<file path="src/sv/radio_packet_send_queue_unit_macros.svh">
// Assertion macros for the radio packet send queue.
// Define NO_ASSERTIONS to compile every check away.
`ifndef RADIO_PACKET_SEND_QUEUE_UNIT_MACROS_SVH
`define RADIO_PACKET_SEND_QUEUE_UNIT_MACROS_SVH

`ifndef NO_ASSERTIONS
`define RPSQ_ASSERT(lbl, clk, rstn, prop, msg) \
  lbl: assert property (@(posedge clk) disable iff (!rstn) prop) else $error(msg);
`define RPSQ_ASSERT_IMP(lbl, clk, rstn, ante, cons, msg) \
  `RPSQ_ASSERT(lbl, clk, rstn, (ante) |-> (cons), msg)
`else
`define RPSQ_ASSERT(lbl, clk, rstn, prop, msg)
`define RPSQ_ASSERT_IMP(lbl, clk, rstn, ante, cons, msg)
`endif

`endif

</file>
<file path="src/sv/rpsq_pkg.sv">
// Shared types and codes of the radio packet send queue.
// No dependencies; imported by the controller, datapath and top level.
`timescale 1ns / 1ps
`default_nettype none

package rpsq_pkg;

  typedef enum logic {
    ST_IDLE,
    ST_BURST
  } rpsq_state_t;

  typedef logic [1:0] rpsq_outcome_t;
  localparam rpsq_outcome_t OUTCOME_SENT   = 2'd0;
  localparam rpsq_outcome_t OUTCOME_RETRY  = 2'd1;
  localparam rpsq_outcome_t OUTCOME_RESEND = 2'd2;
  localparam rpsq_outcome_t OUTCOME_DROP   = 2'd3;

  localparam logic KIND_PAYLOAD = 1'b0;
  localparam logic KIND_REPORT  = 1'b1;

  localparam logic FUNC_DATA = 1'b0;
  localparam logic FUNC_DONE = 1'b1;

  // controller -> datapath
  typedef struct packed {
    logic pack_wr;      // store incoming byte into the write slot
    logic enqueue;      // advance the write slot
    logic drop_rep;     // report a dropped packet
    logic evt_rep;      // report a transmit-done outcome
    logic burst_start;  // clear burst index, leave idle
    logic burst_rd;     // read one payload byte of the flight slot
  } rpsq_cmd_t;

  // datapath -> controller
  typedef struct packed {
    logic pkt_complete; // incoming byte closes a packet
    logic queue_full;   // no free slot beyond the write slot
    logic idle;         // nothing in flight
    logic drains;       // event leaves no packet in flight
    logic burst_end;    // current read is the final byte
  } rpsq_stat_t;

endpackage

`default_nettype wire

</file>
<file path="src/sv/rpsq_ctrl.sv">
// Controller of the radio packet send queue: accepts words, sequences bursts.
// Depends on rpsq_pkg.
`timescale 1ns / 1ps
`default_nettype none

module rpsq_ctrl
  import rpsq_pkg::*;
(
  input  wire logic       clk,
  input  wire logic       rst_n,
  input  wire logic       start,
  input  wire logic       in_func,
  input  rpsq_stat_t      stat,
  output logic            busy,
  output rpsq_cmd_t       cmd
);

  rpsq_state_t state_r, state_nxt;

  always_ff @(posedge clk) begin
    if (!rst_n) begin
      state_r <= ST_IDLE;
    end else begin
      state_r <= state_nxt;
    end
  end

  always_comb begin
    state_nxt = state_r;
    cmd       = '0;
    busy      = (state_r == ST_BURST);
    case (state_r)
      ST_IDLE: begin
        if (start) begin
          if (in_func == FUNC_DATA) begin
            cmd.pack_wr = 1'b1;
            if (stat.pkt_complete) begin
              if (!stat.idle && stat.queue_full) begin
                cmd.drop_rep = 1'b1;
              end else begin
                cmd.enqueue = 1'b1;
                if (stat.idle) begin
                  cmd.burst_start = 1'b1;
                  state_nxt       = ST_BURST;
                end
              end
            end
          end else if (!stat.idle) begin
            // event while idle is ignored
            cmd.evt_rep = 1'b1;
            if (!stat.drains) begin
              cmd.burst_start = 1'b1;
              state_nxt       = ST_BURST;
            end
          end
        end
      end
      ST_BURST: begin
        cmd.burst_rd = 1'b1;
        if (stat.burst_end) begin
          state_nxt = ST_IDLE;
        end
      end
      default: begin
        state_nxt = ST_IDLE;
      end
    endcase
  end

endmodule

`default_nettype wire

</file>
<file path="config.mk">
export PLATFORM = sky130hd
export DESIGN_NAME = rpsq_ctrl
export DESIGN_NICKNAME = d
export VERILOG_FILES = /design/src/sv/radio_packet_send_queue_unit_macros.svh /design/src/sv/rpsq_pkg.sv /design/src/sv/rpsq_ctrl.sv
export SDC_FILE = /design/constraint.sdc
export NUM_CORES = 1
export LEC_CHECK = 0
export BUFFER_PORTS_ARGS = -buffer_cell sky130_fd_sc_hd__buf_4
export CAP_MARGIN = 20
export CORE_AREA = 2 2 39 41
export DETAILED_ROUTE_END_ITERATION = 10
export DIE_AREA = 0 0 41 43
export PLACE_DENSITY = 0.31
export SYNTH_ARGS = -nofsm -noshare
export SYNTH_HDL_FRONTEND = slang
export SYNTH_SLANG_ARGS = --single-unit
</file>
<file path="constraint.sdc">
create_clock -name clk -period 1.4 [get_ports clk]
set_input_delay 0.28 -clock clk [delete_from_list [all_inputs] [get_ports clk]]
set_output_delay 0.28 -clock clk [all_outputs]
set_load 0.01 [all_outputs]
</file>
==> results of run 1 <==
## stage by stage
stage               power [mW]  instance area, µm²  utilization [%]  hold WS [ns]
detailed placement      0.0920                 255             18.4         0.533
CTS                     0.0922                 255             18.4         0.530
floorplan               0.0572                 130                -         0.413
finish                  0.0912                 255             18.4         0.526
global route            0.0966                 255             18.4         0.551
global placement        0.0911                 255             18.4         0.513
## report_power, final
group	internal (mW)	switching (mW)
combinational	0.0357	0.0236
clock	0	0
sequential	0.0304	0.00150
## cells in the mapped netlist
cell type	count	area [µm²]
a2bb2oi_2	1	15.0
nor3b_2	1	12.5
nand2_1	2	7.51
nand3b_1	1	7.51
o21ai_1	1	5.00
nor2b_1	1	6.26
buf_4	1	7.51
inv_1	1	3.75
nor2b_2	1	8.76
nor2_1	3	11.3
a21oi_1	1	5.00
nand2b_1	1	6.26
nand2b_4	1	13.8
dfxtp_1	1	20.0
## area by class of cell
| type | count | area share [%] |
|---|---|---|
| tap | 16 | 7.84 |
| inverter | 1 | 1.47 |
| sequential | 1 | 7.84 |
| timing repair buffer | 15 | 44.1 |
| multi-input combinational | 14 | 38.7 |
## worst max-delay path: stages
cell     delay (ns)
buf_4          0.08
nor2b_1        0.19
nand2_1        0.11
nor3b_2        0.18
buf_4          0.14
## cells in the final DEF (no fill, tap or decap), drive strengths merged
cell / count
buf: 15
a21oi: 1
a2bb2oi: 1
o21ai: 1
nand2b: 2
nand2: 2
nand3b: 1
nor3b: 1
nor2: 3
dfxtp: 1
inv: 1
nor2b: 2
## metal layers
| layer | up-vias | wire [µm] |
|---|---|---|
| met5 | - | 0 |
| met4 | 0 | 0 |
| met3 | 0 | 41 |
| met2 | 8 | 175 |
| met1 | 79 | 156 |
| li1 | 83 | - |
## path summary, 6_finish.rpt
check                                        to  slack, ns
worst max-delay path                     cmd[3]       0.15
worst min-delay path            busy$_SDFF_PN0_       0.53
worst max register to register  busy$_SDFF_PN0_       0.63
worst min register to register  busy$_SDFF_PN0_       0.53
## cell families (layout without fill, tap and decap cells)
| family | count (synthesis) | after routing |
|---|---|---|
| flip-flops | 1 | 1 |
| buffers and inverters | 2 | 16 |
| AO/OA/AOI/OAI | 3 | 3 |
| AND/OR/NAND/NOR | 11 | 11 |
==> results.yml, run 1 <==
layout:
  syn_to_final_growth_pct: 96.2
  drive_above_1_share_pct: 61.3
  largest_register_ffs: 1
  fillers: 156
  nets: 42
  seqCellArea_um2: 20.0
  num_antenna_cells: 0
  stdcell_count: 47
  multi_input_area_um2: 98.8
sta:
  timing.slew.headroom_pct: 88.2
  fmax_ghz: 0.798
  finalMaxSlewViolations: 0
  worst_pin_slew_ns: 0.177
  hold_viol_final: 0
  period_share_pct: 89.5
  rsz0062_at_grt: "false"
  fin_crit_ns: 1.25
  fin_skew_ns: 0
  tns_ns: 0
  setup_viol: 0
  timing.final.ws_setup_ns: 0.147
setup_path:
  crit_path_start_kind: "input port"
  rr_worst_depth: 3
  endpoint_kind: "output pin"
  worstPathArrival_ns: 0.97
  crit_type: "input port to output pin"
  required_ns: 1.12
  worstSetupStartpoint: "start"
  worst-path-max-fanout: 2
  r2r-start: "busy$_SDFF_PN0_"
synth:
  yosysWarnings: 0
  synth_top_family_by_area: "simple AND/OR/NAND/NOR gates"
  synth-compound-area-share_pct: 19.2
  yosys.area_share.simple_pct: 56.7
  yosysSeqAreaShare_pct: 15.4
  synthCells: 17
  netlist_area_um2: 130
  synthAdderAreaFrac_pct: 0
  synth_cell_types: 14
  avgSynthCellArea_um2: 7.65
  synthMuxAreaShare_pct: 0
  synth_xor_area_share_pct: 0
  synth_seq_cells: 1
  synth_fp_nets: 26
clocking:
  clock_latency_ns: 0
  hold_buffers: 0
  cts_resized: 0
  cts_setup_buffers: 0
  path_clk_slew_ns: 0
global_routing:
  grt_max_degree: 6
  grt.total_usage_pct: 3.60
  grt_pass1_vias: 117
  busiest_layer: "met2"
  use_met3_pct: 0
  grt_pass1_wl_um: 483
  grt-ovfl-total: 0
  use_met2_pct: 6.25
  antenna_found_initial: 0
  grtUsageMet1_pct: 5.06
drt:
  drc: 0
  via_count: 170
  ant_nets: 0
  routedWlPerCell_um: 7.94
  drt_first_iter_violations: 1
  via_per_inst: 3.62
  drt-total-wl_um: 373
  firstDrtPassIters: 2
placed_design:
  dp.cells: 47
  finalWeightedCongestion: 0.625
  hpwlAfterDp_um: 337
  place.port_buffers: 15
  post-place-ws_ns: 0.142
flow_run:
  cap_viol_max_count: 0
worst_hold_path:
  hold_path_class: "flop to flop"
  hold_path_depth: 2
  holdCritStartpoint: "busy$_SDFF_PN0_"
die:
  core_area_mm2: 0.00138
  rows: 14
  start_util_pct: 9.40
  die_w_um: 41
  fp.dieH_um: 43
  ioPinCount: 16
  dieArea_mm2: 0.00176
power:
  p_per_area_mw_per_mm2: 357
  p_leak_nw: 0.126
  ir_worst_vdd_mv: 0.0697
status:
  status: "complete, no violations"
Note: power is estimated with default switching activity, not from simulation.
==> run 2, diff against run 1 <==
REMOVE_ABC_BUFFERS = 1   (was default)
==> run 2 against run 1 <==
  * Via count decreased by 7.6%
  * Sequential cell count unchanged
  * Critical path depth unchanged
  * Design area unchanged
  * Global-route usage increased by 0.10 points
  * Register-to-register slack improved by 0.04 ns
==> results.yml, run 2 (synthesis results as in run 1) <==
power:
  p_per_area_mw_per_mm2: 356
  p_leak_nw: 0.126
  finalPower_mw: 0.0908
  ir_worst_vdd_mv: 0.188
sta:
  tns_ns: 0
  worst_pin_slew_ns: 0.157
  finalMaxSlewViolations: 0
  fin_skew_ns: 0
  timing.slew.headroom_pct: 89.5
  period_share_pct: 91.2
  hold_viol_final: 0
  rsz0062_at_grt: "false"
  fmax_ghz: 0.784
  setup_viol: 0
  fin_crit_ns: 1.28
die:
  start_util_pct: 9.40
  rows: 14
  dieArea_mm2: 0.00176
  die_w_um: 41
  ioPinCount: 16
  core_area_mm2: 0.00138
  fp.dieH_um: 43
worst_hold_path:
  hold_path_depth: 2
  hold_path_class: "flop to flop"
clocking:
  cts_resized: 0
  cts_setup_buffers: 0
  clock_latency_ns: 0
  path_clk_slew_ns: 0
  hold_buffers: 0
flow_run:
  cap_viol_max_count: 0
setup_path:
  rr_worst_depth: 3
  crit_type: "input port to output pin"
  worst-path-max-fanout: 3
  required_ns: 1.12
  endpoint_kind: "output pin"
  crit_path_start_kind: "input port"
  worstPathArrival_ns: 1.00
layout:
  nets: 42
  syn_to_final_growth_pct: 96.2
  largest_register_ffs: 1
  most-common-layout-cells: "buf_4, nor2_1, nand2_1"
  final_common_cell: "buf_4"
  fillers: 154
  drive_above_1_share_pct: 61.3
  num_antenna_cells: 0
drt:
  drc: 0
  drt-total-wl_um: 397
  via_per_inst: 3.34
  routedWlPerCell_um: 8.45
  ant_nets: 0
  firstDrtPassIters: 2
  via_count: 157
  drt_first_iter_violations: 2
status:
  status: "complete, no violations"
global_routing:
  grt_pass1_wl_um: 476
  grt_max_degree: 6
  grt-ovfl-total: 0
  antenna_found_initial: 0
  grt_pass1_vias: 132
  grt.total_usage_pct: 3.70
placed_design:
  place.port_buffers: 15
  finalWeightedCongestion: 0.522
==> run 2: cell counts in the layout (fill, tap and decap cells not counted) <==
Identical to the previous run, type by type.
==> run 2: final timing paths <==
| kind | start | end | slack (ns) |
|---|---|---|---|
| worst max-delay path | in_func | cmd[3] | 0.12 |
| worst min-delay path | busy$_SDFF_PN0_ | busy$_SDFF_PN0_ | 0.52 |
| worst max register to register | busy$_SDFF_PN0_ | busy$_SDFF_PN0_ | 0.67 |
| worst min register to register | busy$_SDFF_PN0_ | busy$_SDFF_PN0_ | 0.52 |
==> run 2: power by group <==
part | internal, mW | switching (mW) | leakage [nW] | total [mW]
registers | 0.0304 | 0.00151 | 0.00815 | 0.0319
clock network | 0 | 0 | 0 | 0
logic | 0.0357 | 0.0232 | 0.118 | 0.0589
==> run 2: final cells by class <==
type,instances,area (µm²),area share [%]
timing repair buffer,15,113,44.1
multi-input combinational,14,98.8,38.7
sequential,1,20.0,7.84
tap,16,20.0,7.84
inverter,1,3.75,1.47
==> run 2: through the flow <==
step | setup WS [ns] | cells | util (%) | instance area, µm² | hold slack [ns]
5_1_grt | 0.0372 | 47 | 18.4 | 255 | 0.555
2_1_floorplan | 0.266 | 16 | - | 123 | 0.413
4_1_cts | 0.0957 | 47 | 18.4 | 255 | 0.530
6_report | 0.124 | 47 | 18.4 | 255 | 0.525
3_3_place_gp | 0.146 | 47 | 18.4 | 255 | 0.510
3_5_place_dp | 0.0979 | 47 | 18.4 | 255 | 0.522
==> run 2: metal layers <==
| layer | global-route usage [%] | vias to the layer above | routed length, µm |
|---|---|---|---|
| met5 | 0 | - | 0 |
| met4 | 0 | 0 | 0 |
| met3 | 0 | 0 | 81 |
| met2 | 6.88 | 16 | 135 |
| met1 | 4.76 | 57 | 179 |
| li1 | - | 84 | - |
==> run 2: worst max-delay path, stage by stage <==
cell	delay, ns
buf_4	0.13
nor2b_2	0.14
nand2_1	0.10
nor3b_2	0.20
buf_4	0.14
